==> config.mk <==
export PLATFORM = sky130hd
export DESIGN_NAME = banked_register_file
export DESIGN_NICKNAME = d
export VERILOG_FILES = /design/src/hdl/brf_pkg.sv /design/src/hdl/brf_ram.sv /design/src/hdl/brf_decode.sv /design/src/hdl/banked_register_file.sv
export SDC_FILE = /design/constraint.sdc
export NUM_CORES = 2
export LEC_CHECK = 0
export BUFFER_PORTS_ARGS = -buffer_cell sky130_fd_sc_hd__clkbuf_2
export CAP_MARGIN = 25
export CORE_ASPECT_RATIO = 0.6
export CORE_UTILIZATION = 59
export DETAILED_ROUTE_END_ITERATION = 8
export PLACE_DENSITY = 0.79
export SLEW_MARGIN = 0
export SYNTH_ARGS = -nofsm -noshare
export SYNTH_HDL_FRONTEND = slang
export SYNTH_SLANG_ARGS = --single-unit
==> constraint.sdc <==
create_clock -name clk -period 11.56 [get_ports clk]
set_input_delay 1.156 -clock clk [delete_from_list [all_inputs] [get_ports clk]]
set_output_delay 1.156 -clock clk [all_outputs]
set_load 0.02 [all_outputs]
==> src/hdl/brf_pkg.sv <==
// Package with shared codes, types and the mode-to-bank mapping of the banked register file.
package brf_pkg;

  localparam int BANK_COUNT = 6;
  localparam int LOW_COUNT = 8;
  localparam int MID_COUNT = 10;
  localparam int MID_FIQ_OFFSET = 5;

  localparam logic [1:0] CMD_READ = 2'd0;
  localparam logic [1:0] CMD_WRITE = 2'd1;
  localparam logic [1:0] CMD_STATUS = 2'd2;
  localparam logic [1:0] CMD_EXCEPTION = 2'd3;

  localparam logic [4:0] MODE_USR = 5'h10;
  localparam logic [4:0] MODE_FIQ = 5'h11;
  localparam logic [4:0] MODE_IRQ = 5'h12;
  localparam logic [4:0] MODE_SVC = 5'h13;
  localparam logic [4:0] MODE_ABT = 5'h17;
  localparam logic [4:0] MODE_UND = 5'h1B;
  localparam logic [4:0] MODE_SYS = 5'h1F;

  localparam logic [2:0] BANK_SHARED = 3'd0;
  localparam logic [2:0] BANK_FIQ = 3'd1;
  localparam logic [2:0] BANK_SVC = 3'd2;
  localparam logic [2:0] BANK_ABT = 3'd3;
  localparam logic [2:0] BANK_IRQ = 3'd4;
  localparam logic [2:0] BANK_UND = 3'd5;

  localparam logic [4:0] REG_FIRST_MID = 5'd8;
  localparam logic [4:0] REG_FIRST_STACK = 5'd13;
  localparam logic [4:0] REG_LINK = 5'd14;
  localparam logic [4:0] REG_PC = 5'd15;
  localparam logic [4:0] REG_SAVED_STATUS = 5'd16;

  localparam logic [2:0] EXC_RESET = 3'd0;
  localparam logic [2:0] EXC_UNDEF = 3'd1;
  localparam logic [2:0] EXC_SWI = 3'd2;
  localparam logic [2:0] EXC_PABT = 3'd3;
  localparam logic [2:0] EXC_DABT = 3'd4;
  localparam logic [2:0] EXC_ADDR26 = 3'd5;
  localparam logic [2:0] EXC_IRQ = 3'd6;
  localparam logic [2:0] EXC_FIQ = 3'd7;

  localparam logic [31:0] MODE_MASK = 32'h1F;
  localparam logic [31:0] THUMB_BIT = 32'h20;
  localparam logic [31:0] FIQ_MASK_BIT = 32'h40;
  localparam logic [31:0] IRQ_MASK_BIT = 32'h80;

  typedef enum logic [1:0] {
    LOC_NONE,
    LOC_REG,
    LOC_SAVED,
    LOC_PC
  } loc_t;

  function automatic logic [2:0] bank_of(input logic [4:0] mode);
    logic [2:0] bank;
    unique case (mode)
      MODE_FIQ: bank = BANK_FIQ;
      MODE_SVC: bank = BANK_SVC;
      MODE_ABT: bank = BANK_ABT;
      MODE_IRQ: bank = BANK_IRQ;
      MODE_UND: bank = BANK_UND;
      default: bank = BANK_SHARED;
    endcase
    return bank;
  endfunction

endpackage

==> src/hdl/brf_ram.sv <==
// Generic single-port-write, registered-read RAM.
module brf_ram #(
  parameter int WIDTH = 32,
  parameter int DEPTH = 8,
  localparam int AW = $clog2(DEPTH)
) (
  input  logic             clk,
  input  logic             we,
  input  logic [AW-1:0]    waddr,
  input  logic [WIDTH-1:0] wdata,
  input  logic [AW-1:0]    raddr,
  output logic [WIDTH-1:0] rdata
);

  logic [WIDTH-1:0] mem [DEPTH];
  logic [WIDTH-1:0] rdata_r;

  always_ff @(posedge clk) begin
    if (we) begin
      mem[waddr] <= wdata;
    end
    rdata_r <= mem[raddr];
  end

  assign rdata = rdata_r;

endmodule

==> src/hdl/brf_decode.sv <==
// Register address decode: maps a mode and register number to a storage location.
module brf_decode #(
  parameter int BANK_COUNT = brf_pkg::BANK_COUNT,
  localparam int DEPTH_A = brf_pkg::LOW_COUNT + brf_pkg::MID_COUNT + 2 * BANK_COUNT,
  localparam int AW = $clog2(DEPTH_A),
  localparam int BW = $clog2(BANK_COUNT)
) (
  input  logic [4:0]    mode,
  input  logic [4:0]    reg_num,
  output brf_pkg::loc_t loc,
  output logic [AW-1:0] reg_addr,
  output logic [BW-1:0] bank
);

  localparam int MID_BASE = brf_pkg::LOW_COUNT;
  localparam int STACK_BASE = brf_pkg::LOW_COUNT + brf_pkg::MID_COUNT;

  logic [2:0]    bank_full;
  logic [AW-1:0] mid_offset;

  always_comb begin
    bank_full = brf_pkg::bank_of(mode);
    bank = bank_full[BW-1:0];
    mid_offset = (bank_full == brf_pkg::BANK_FIQ) ? AW'(brf_pkg::MID_FIQ_OFFSET) : '0;
    loc = brf_pkg::LOC_NONE;
    reg_addr = '0;
    priority if (reg_num < brf_pkg::REG_FIRST_MID) begin
      loc = brf_pkg::LOC_REG;
      reg_addr = AW'(reg_num);
    end else if (reg_num < brf_pkg::REG_FIRST_STACK) begin
      loc = brf_pkg::LOC_REG;
      reg_addr = AW'(MID_BASE) + mid_offset + AW'(reg_num - brf_pkg::REG_FIRST_MID);
    end else if (reg_num < brf_pkg::REG_PC) begin
      loc = brf_pkg::LOC_REG;
      reg_addr = AW'(STACK_BASE) + (AW'(bank) << 1)
               + AW'(reg_num - brf_pkg::REG_FIRST_STACK);
    end else if (reg_num == brf_pkg::REG_PC) begin
      loc = brf_pkg::LOC_PC;
    end else if (reg_num == brf_pkg::REG_SAVED_STATUS) begin
      loc = brf_pkg::LOC_SAVED;
    end else begin
      loc = brf_pkg::LOC_NONE;
    end
  end

endmodule

==> src/hdl/banked_register_file.sv <==
// Top level of the mode-banked register file with status word and exception entry.
//
//  Channel   Handshake              Payload
//  command   start / busy           in_command, in_mode_select, in_reg_select,
//                                   in_write_value, in_exception_kind, in_return_offset
//  result    out_strobe (1 cycle)   out_read_data, out_status_word, out_pc_value
//
// Each command is taken at a transfer and its result appears in the next cycle, when the
// registered read of the register or saved-status RAM returns; a new command may be taken every cycle.
// Writes go to the RAMs at the transfer edge, so a following read always sees them.
// busy is high while in reset and is cleared by the next clock edge; it stays low from then on.
// Reset clears the pc, the status word and the valid bits of both RAMs; an entry never
// written reads as zero. The receiver cannot stall the result.
module banked_register_file #(
  parameter int BANK_COUNT = brf_pkg::BANK_COUNT
) (
  input  logic        clk,
  input  logic        rst_n,
  input  logic        start,
  output logic        busy,
  input  logic [1:0]  in_command,
  input  logic [4:0]  in_mode_select,
  input  logic [4:0]  in_reg_select,
  input  logic [31:0] in_write_value,
  input  logic [2:0]  in_exception_kind,
  input  logic [3:0]  in_return_offset,
  output logic        out_strobe,
  output logic [31:0] out_read_data,
  output logic [31:0] out_status_word,
  output logic [31:0] out_pc_value
);

  localparam int DEPTH_A = brf_pkg::LOW_COUNT + brf_pkg::MID_COUNT + 2 * BANK_COUNT;
  localparam int AW = $clog2(DEPTH_A);
  localparam int BW = $clog2(BANK_COUNT);

  logic                accept;
  logic                is_read;
  logic                is_write;
  logic                is_exc;
  logic [4:0]          dec_reg;
  brf_pkg::loc_t       loc;
  logic [AW-1:0]       reg_addr;
  logic [BW-1:0]       bank;

  logic                we_a;
  logic [31:0]         wdata_a;
  logic [31:0]         rdata_a;
  logic                we_b;
  logic [31:0]         wdata_b;
  logic [31:0]         rdata_b;

  logic [DEPTH_A-1:0]    valid_a_r, valid_a_nxt;
  logic [BANK_COUNT-1:0] valid_b_r, valid_b_nxt;
  logic [31:0]           pc_r, pc_nxt;
  logic [31:0]           status_r, status_nxt;
  logic                  busy_r, busy_nxt;
  logic                  strobe_r, strobe_nxt;
  brf_pkg::loc_t         out_loc_r, out_loc_nxt;
  logic                  rd_valid_r, rd_valid_nxt;

  logic                  vec_hit;
  logic [31:0]           vec_addr;

  assign accept = start & ~busy_r;
  assign is_read = in_command == brf_pkg::CMD_READ;
  assign is_write = in_command == brf_pkg::CMD_WRITE;
  assign is_exc = in_command == brf_pkg::CMD_EXCEPTION;
  assign dec_reg = is_exc ? brf_pkg::REG_LINK : in_reg_select;

  brf_decode #(
    .BANK_COUNT(BANK_COUNT)
  ) u_decode (
    .mode    (in_mode_select),
    .reg_num (dec_reg),
    .loc     (loc),
    .reg_addr(reg_addr),
    .bank    (bank)
  );

  assign we_a = accept & ((is_write & (loc == brf_pkg::LOC_REG)) | is_exc);
  assign wdata_a = is_exc ? pc_r + 32'(in_return_offset) : in_write_value;
  assign we_b = accept & ((is_write & (loc == brf_pkg::LOC_SAVED)) | is_exc);
  assign wdata_b = is_exc ? status_r : in_write_value;

  brf_ram #(
    .WIDTH(32),
    .DEPTH(DEPTH_A)
  ) u_reg_ram (
    .clk  (clk),
    .we   (we_a),
    .waddr(reg_addr),
    .wdata(wdata_a),
    .raddr(reg_addr),
    .rdata(rdata_a)
  );

  brf_ram #(
    .WIDTH(32),
    .DEPTH(BANK_COUNT)
  ) u_saved_ram (
    .clk  (clk),
    .we   (we_b),
    .waddr(bank),
    .wdata(wdata_b),
    .raddr(bank),
    .rdata(rdata_b)
  );

  always_comb begin
    vec_hit = 1'b0;
    vec_addr = '0;
    unique case (in_mode_select)
      brf_pkg::MODE_SVC: begin
        if (in_exception_kind == brf_pkg::EXC_RESET) begin
          vec_hit = 1'b1;
          vec_addr = 32'h0;
        end else if (in_exception_kind == brf_pkg::EXC_ADDR26) begin
          vec_hit = 1'b1;
          vec_addr = 32'h14;
        end else if (in_exception_kind == brf_pkg::EXC_SWI) begin
          vec_hit = 1'b1;
          vec_addr = 32'h8;
        end
      end
      brf_pkg::MODE_UND: begin
        if (in_exception_kind == brf_pkg::EXC_UNDEF) begin
          vec_hit = 1'b1;
          vec_addr = 32'h4;
        end
      end
      brf_pkg::MODE_ABT: begin
        if (in_exception_kind == brf_pkg::EXC_DABT) begin
          vec_hit = 1'b1;
          vec_addr = 32'h10;
        end else if (in_exception_kind == brf_pkg::EXC_PABT) begin
          vec_hit = 1'b1;
          vec_addr = 32'hC;
        end
      end
      brf_pkg::MODE_IRQ: begin
        if (in_exception_kind == brf_pkg::EXC_IRQ) begin
          vec_hit = 1'b1;
          vec_addr = 32'h18;
        end
      end
      brf_pkg::MODE_FIQ: begin
        if (in_exception_kind == brf_pkg::EXC_FIQ) begin
          vec_hit = 1'b1;
          vec_addr = 32'h1C;
        end
      end
      default: begin
        vec_hit = 1'b0;
      end
    endcase
  end

  always_comb begin
    pc_nxt = pc_r;
    status_nxt = status_r;
    valid_a_nxt = valid_a_r;
    valid_b_nxt = valid_b_r;
    busy_nxt = 1'b0;
    strobe_nxt = accept;
    out_loc_nxt = out_loc_r;
    rd_valid_nxt = rd_valid_r;
    if (accept) begin
      out_loc_nxt = is_read ? loc : brf_pkg::LOC_NONE;
      rd_valid_nxt = (loc == brf_pkg::LOC_SAVED) ? valid_b_r[bank] : valid_a_r[reg_addr];
      if (we_a) begin
        valid_a_nxt[reg_addr] = 1'b1;
      end
      if (we_b) begin
        valid_b_nxt[bank] = 1'b1;
      end
      if (is_write && (loc == brf_pkg::LOC_PC)) begin
        pc_nxt = in_write_value;
      end
      if (in_command == brf_pkg::CMD_STATUS) begin
        status_nxt = in_write_value;
      end
      if (is_exc) begin
        status_nxt = (status_r & ~(brf_pkg::THUMB_BIT | brf_pkg::MODE_MASK))
                   | 32'(in_mode_select) | brf_pkg::IRQ_MASK_BIT;
        if ((in_exception_kind == brf_pkg::EXC_RESET) ||
            (in_exception_kind == brf_pkg::EXC_FIQ)) begin
          status_nxt = status_nxt | brf_pkg::FIQ_MASK_BIT;
        end
        if (vec_hit) begin
          pc_nxt = vec_addr;
        end
      end
    end
  end

  always_ff @(posedge clk) begin
    if (!rst_n) begin
      pc_r <= '0;
      status_r <= '0;
      valid_a_r <= '0;
      valid_b_r <= '0;
      busy_r <= 1'b1;
      strobe_r <= 1'b0;
      out_loc_r <= brf_pkg::LOC_NONE;
      rd_valid_r <= 1'b0;
    end else begin
      pc_r <= pc_nxt;
      status_r <= status_nxt;
      valid_a_r <= valid_a_nxt;
      valid_b_r <= valid_b_nxt;
      busy_r <= busy_nxt;
      strobe_r <= strobe_nxt;
      out_loc_r <= out_loc_nxt;
      rd_valid_r <= rd_valid_nxt;
    end
  end

  always_comb begin
    unique case (out_loc_r)
      brf_pkg::LOC_REG: out_read_data = rd_valid_r ? rdata_a : '0;
      brf_pkg::LOC_SAVED: out_read_data = rd_valid_r ? rdata_b : '0;
      brf_pkg::LOC_PC: out_read_data = pc_r;
      default: out_read_data = '0;
    endcase
  end

  assign busy = busy_r;
  assign out_strobe = strobe_r;
  assign out_status_word = status_r;
  assign out_pc_value = pc_r;

endmodule

==> impl_results.md <==
* Outcome: finished clean
* Max Fclk at 155.0 MHz
* Cell Pwr Density at 169.4 nW/µm²
* Gp weighted congestion at 0.9527
* Sequential share of the synthesized area at 72.03%
* Sum Neg Setup Slack at 0 ns
* Area leader, netlist: edfxtp_1
* Synth Area in Adders at 0.3607%
* Vias per cell at 6.492
* Routed wl met3 at 19.39 mm
* Dpl hpwl at 84.54 mm
* Hold Crit Start: valid_a_r[19]
* Syn-to-layout area delta at 12.51%
* Global-route wire length before repair at 207.6 mm
* Worst flop-to-flop path startpoint: out_pc_value[0]
* Final setup fails at 0
* Final worst path period share at 55.81%
* Post-DRT Antenna Nets at 0
* Synth Area in Compound Gates at 6.704%
* DR WL met2 at 61.61 mm
* Area taken by flip-flops and latches at 37980 µm²
* Worst Path Class, Setup: primary input to flip-flop
* CP cell instances: clkbuf_2 > xor2_1 > nor2_1 > o211a_4 > buf_4 > and2_1 > nor2_1 > ha_1 > fa_1 > xor2_1 > a32oi_4 > buf_4 > o311a_1 > buf_8 > nand2_1 > nor2_4 > buf_16
* DRC Markers at 0
* Filler Cell Count at 5829
* DR iter-0 viols at 5439
* Top Family by Delay on Critical Path: buffers and inverters
* Die Ht at 233.6 µm
* Synth Register Bits at 1321
* Cts hold-fix bufs at 0
* M1 WL at 56.09 mm
* Dominant synthesized flop cell: edfxtp_1
* CP Launch Type: primary input
* Hold path endpoint: valid_a_r[19]
* Starting Density at 59.86%
* Fin worst setup slack at 5.108 ns
* Most common cell after layout, fill and taps aside: edfxtp_1
* Slew headroom at 23.89%
* Worst hold path type: flip-flop to flip-flop
* Antenna violations before repair at 1
* CTS sink cnt at 1321
* Core Util, Final at 67.35%
* Max layer used: met4
* Setup WS pre-CTS at 3.830 ns
* I/O Buffers at 151
* CTS tree: built
* Row count at 84
* WP data required at 11.97 ns
* Most frequent cells in the layout: edfxtp_1 (1152), nand2_1 (1095), nand3_1 (587)
* Critical path peak fanout at 42
* Worst-case clock buffer depth at 3
* Fin crit period at 6.452 ns
* Die area at 90600 µm²
* I/O Pins at 152
* Yosys warnings at 0
* Grt ovf at 0
* Layout Nets at 4321
* Post-synthesis mux area share at 2.345%
* GRT Util Overall at 30.60%
* Drt pass-1 iters at 6
* Path depth of the worst reg2reg path at 9
* Avg WL per Cell at 25.63 µm
* Fraction of layout cells with a size suffix above 1 at 11.87%
* MaxCap Viol Count at 0
* Slowest cell delay on critical path at 0.68 ns
* Worst vdd ir at 185.2 µV
* Post-synth design cell area at 52720 µm²
* Clk Latency, worst-skew pair at 0.71 ns
* Routed WL at 141.2 mm
* Core area at 88070 µm²
* CTS clk-pin slew, worst paths at 0.06 ns
* Critical path's slowest cell: buf_4
* Die X at 387.9 µm
* Largest family of logic cells by synthesized area: simple AND/OR/NAND/NOR gates
* Via count at 35760
* XOR/XNOR share of the synthesized area at 0.5980%
* P_leak at 20.51 nW
* Top post-synthesis cells by area: edfxtp_1 (66%), nand2_1 (7.8%), dfxtp_1 (6.4%)
* Crit end category: flip-flop
* Cell count after synthesis at 4160
* RSZ-0062 raised after global routing: false
* Tightest Pin Transition at 1.139 ns
* Post-synth EDFFs at 1152
* Synth async-reset ratio at 0%
* Top-area cell type share of the netlist area at 65.61%
* Setup Skew at 0.02309 ns
* Syn Nets at 4228
* Vias in the first global route at 32870
* Fin. Hold Viols at 0
* Largest net degree at the start of global routing at 183
* Multi-input logic area at 13930 µm²
* CP Buf/Inv Count at 5
* Avg Inst Size Synth at 12.67 µm²
* Count of cell types in the netlist at 83
* Worst Hold Depth at 1
* Root buffer cell: clkbuf_16
* Antenna cells at 0
* Area share of and/or/nand/nor cells after synthesis at 15.53%
* Crit Reg-Reg Endpoint: u_reg_ram.mem[8][24]
* Crit path DAT at 6.86 ns
* Post_cts resized at 0
* Overall Power at 10.05 mW
* Postcts setup bufs at 0
* Slew Limit Fails at 0
* Register-to-register setup slack at 7.27 ns
* Num CTS Buffers at 107
* H-tree lvl count at 3
-- flip-flops by register name, indices dropped and copies added, names as in the netlist --
register / count
u_reg_ram.mem: 960
out_status_word: 32
valid_a_r: 30
u_saved_ram.rdata: 32
valid_b_r: 6
u_reg_ram.rdata: 32
out_strobe: 1
busy: 1
u_saved_ram.mem: 192
out_pc_value: 32
rd_valid_r: 1
out_loc_r: 2
-- metal layers --
metal,vias up,GRT usage (%)
met5,-,0
met3,258,7.592
met4,0,9.871
li1,15440,-
met2,2563,44.04
met1,17500,45.80
-- Yosys cell counts, types with 20 or more instances --
library cell / number
edfxtp_1: 1152
nand2_1: 1096
nand3_1: 587
dfxtp_1: 169
clkbuf_1: 143
mux2i_1: 110
nor2_1: 103
a21oi_1: 97
buf_2: 93
a22o_1: 64
a22oi_1: 62
o21ai_0: 50
o221ai_1: 34
o21a_1: 31
a311oi_1: 28
buf_1: 28
xnor2_1: 21
a31oi_1: 20
-- kinds of logic (layout without fill, tap and decap cells) --
logic type,after synthesis,count (layout)
mux,118,118
compound gates,478,478
fa+ha+maj,14,14
simple gates,1897,1897
buf+inv,296,484
xor+xnor,36,36
flops,1321,1321
-- cell type report --
class	instances	area share [%]
Sequential cell	1321	64.02
Timing Repair Buffer	261	3.771
Clock inverter	36	0.8416
Tap cell	1161	2.449
Multi-Input combinational cell	2543	23.49
Clock buffer	168	5.311
Inverter	19	0.1202
-- worst max-delay path by stage --
stage                      start                    end  slack, ns  depth (start not counted)
6_report       in_mode_select[1]  u_reg_ram.mem[23][16]       5.11                         17
2_1_floorplan  in_mode_select[2]   u_reg_ram.mem[28][0]       4.69                         16
3_5_place_dp   in_mode_select[1]  u_reg_ram.mem[21][28]       3.83                         15
5_1_grt        in_mode_select[1]  u_reg_ram.mem[23][20]       4.84                         17
3_3_place_gp   in_mode_select[1]  u_reg_ram.mem[23][25]       3.83                         15
4_1_cts        in_mode_select[1]  u_reg_ram.mem[21][29]       4.58                         15
-- report_power, final --
group | switching (mW) | internal [mW] | total, mW
sequential | 0.0510 | 5.26 | 5.31
clock | 1.68 | 2.13 | 3.81
combinational | 0.683 | 0.245 | 0.928
-- through the flow --
step           cells  cell area (µm²)  hold WS, ns
3_5_place_dp    5288            55280       0.4537
6_report        5509            59320       0.4686
2_1_floorplan   4160            52720       0.4318
3_3_place_gp    5270            54820       0.4423
4_1_cts         5492            58930       0.4686
5_1_grt         5509            59320       0.4829
No activity file was read; power rests on OpenSTA's default activity.
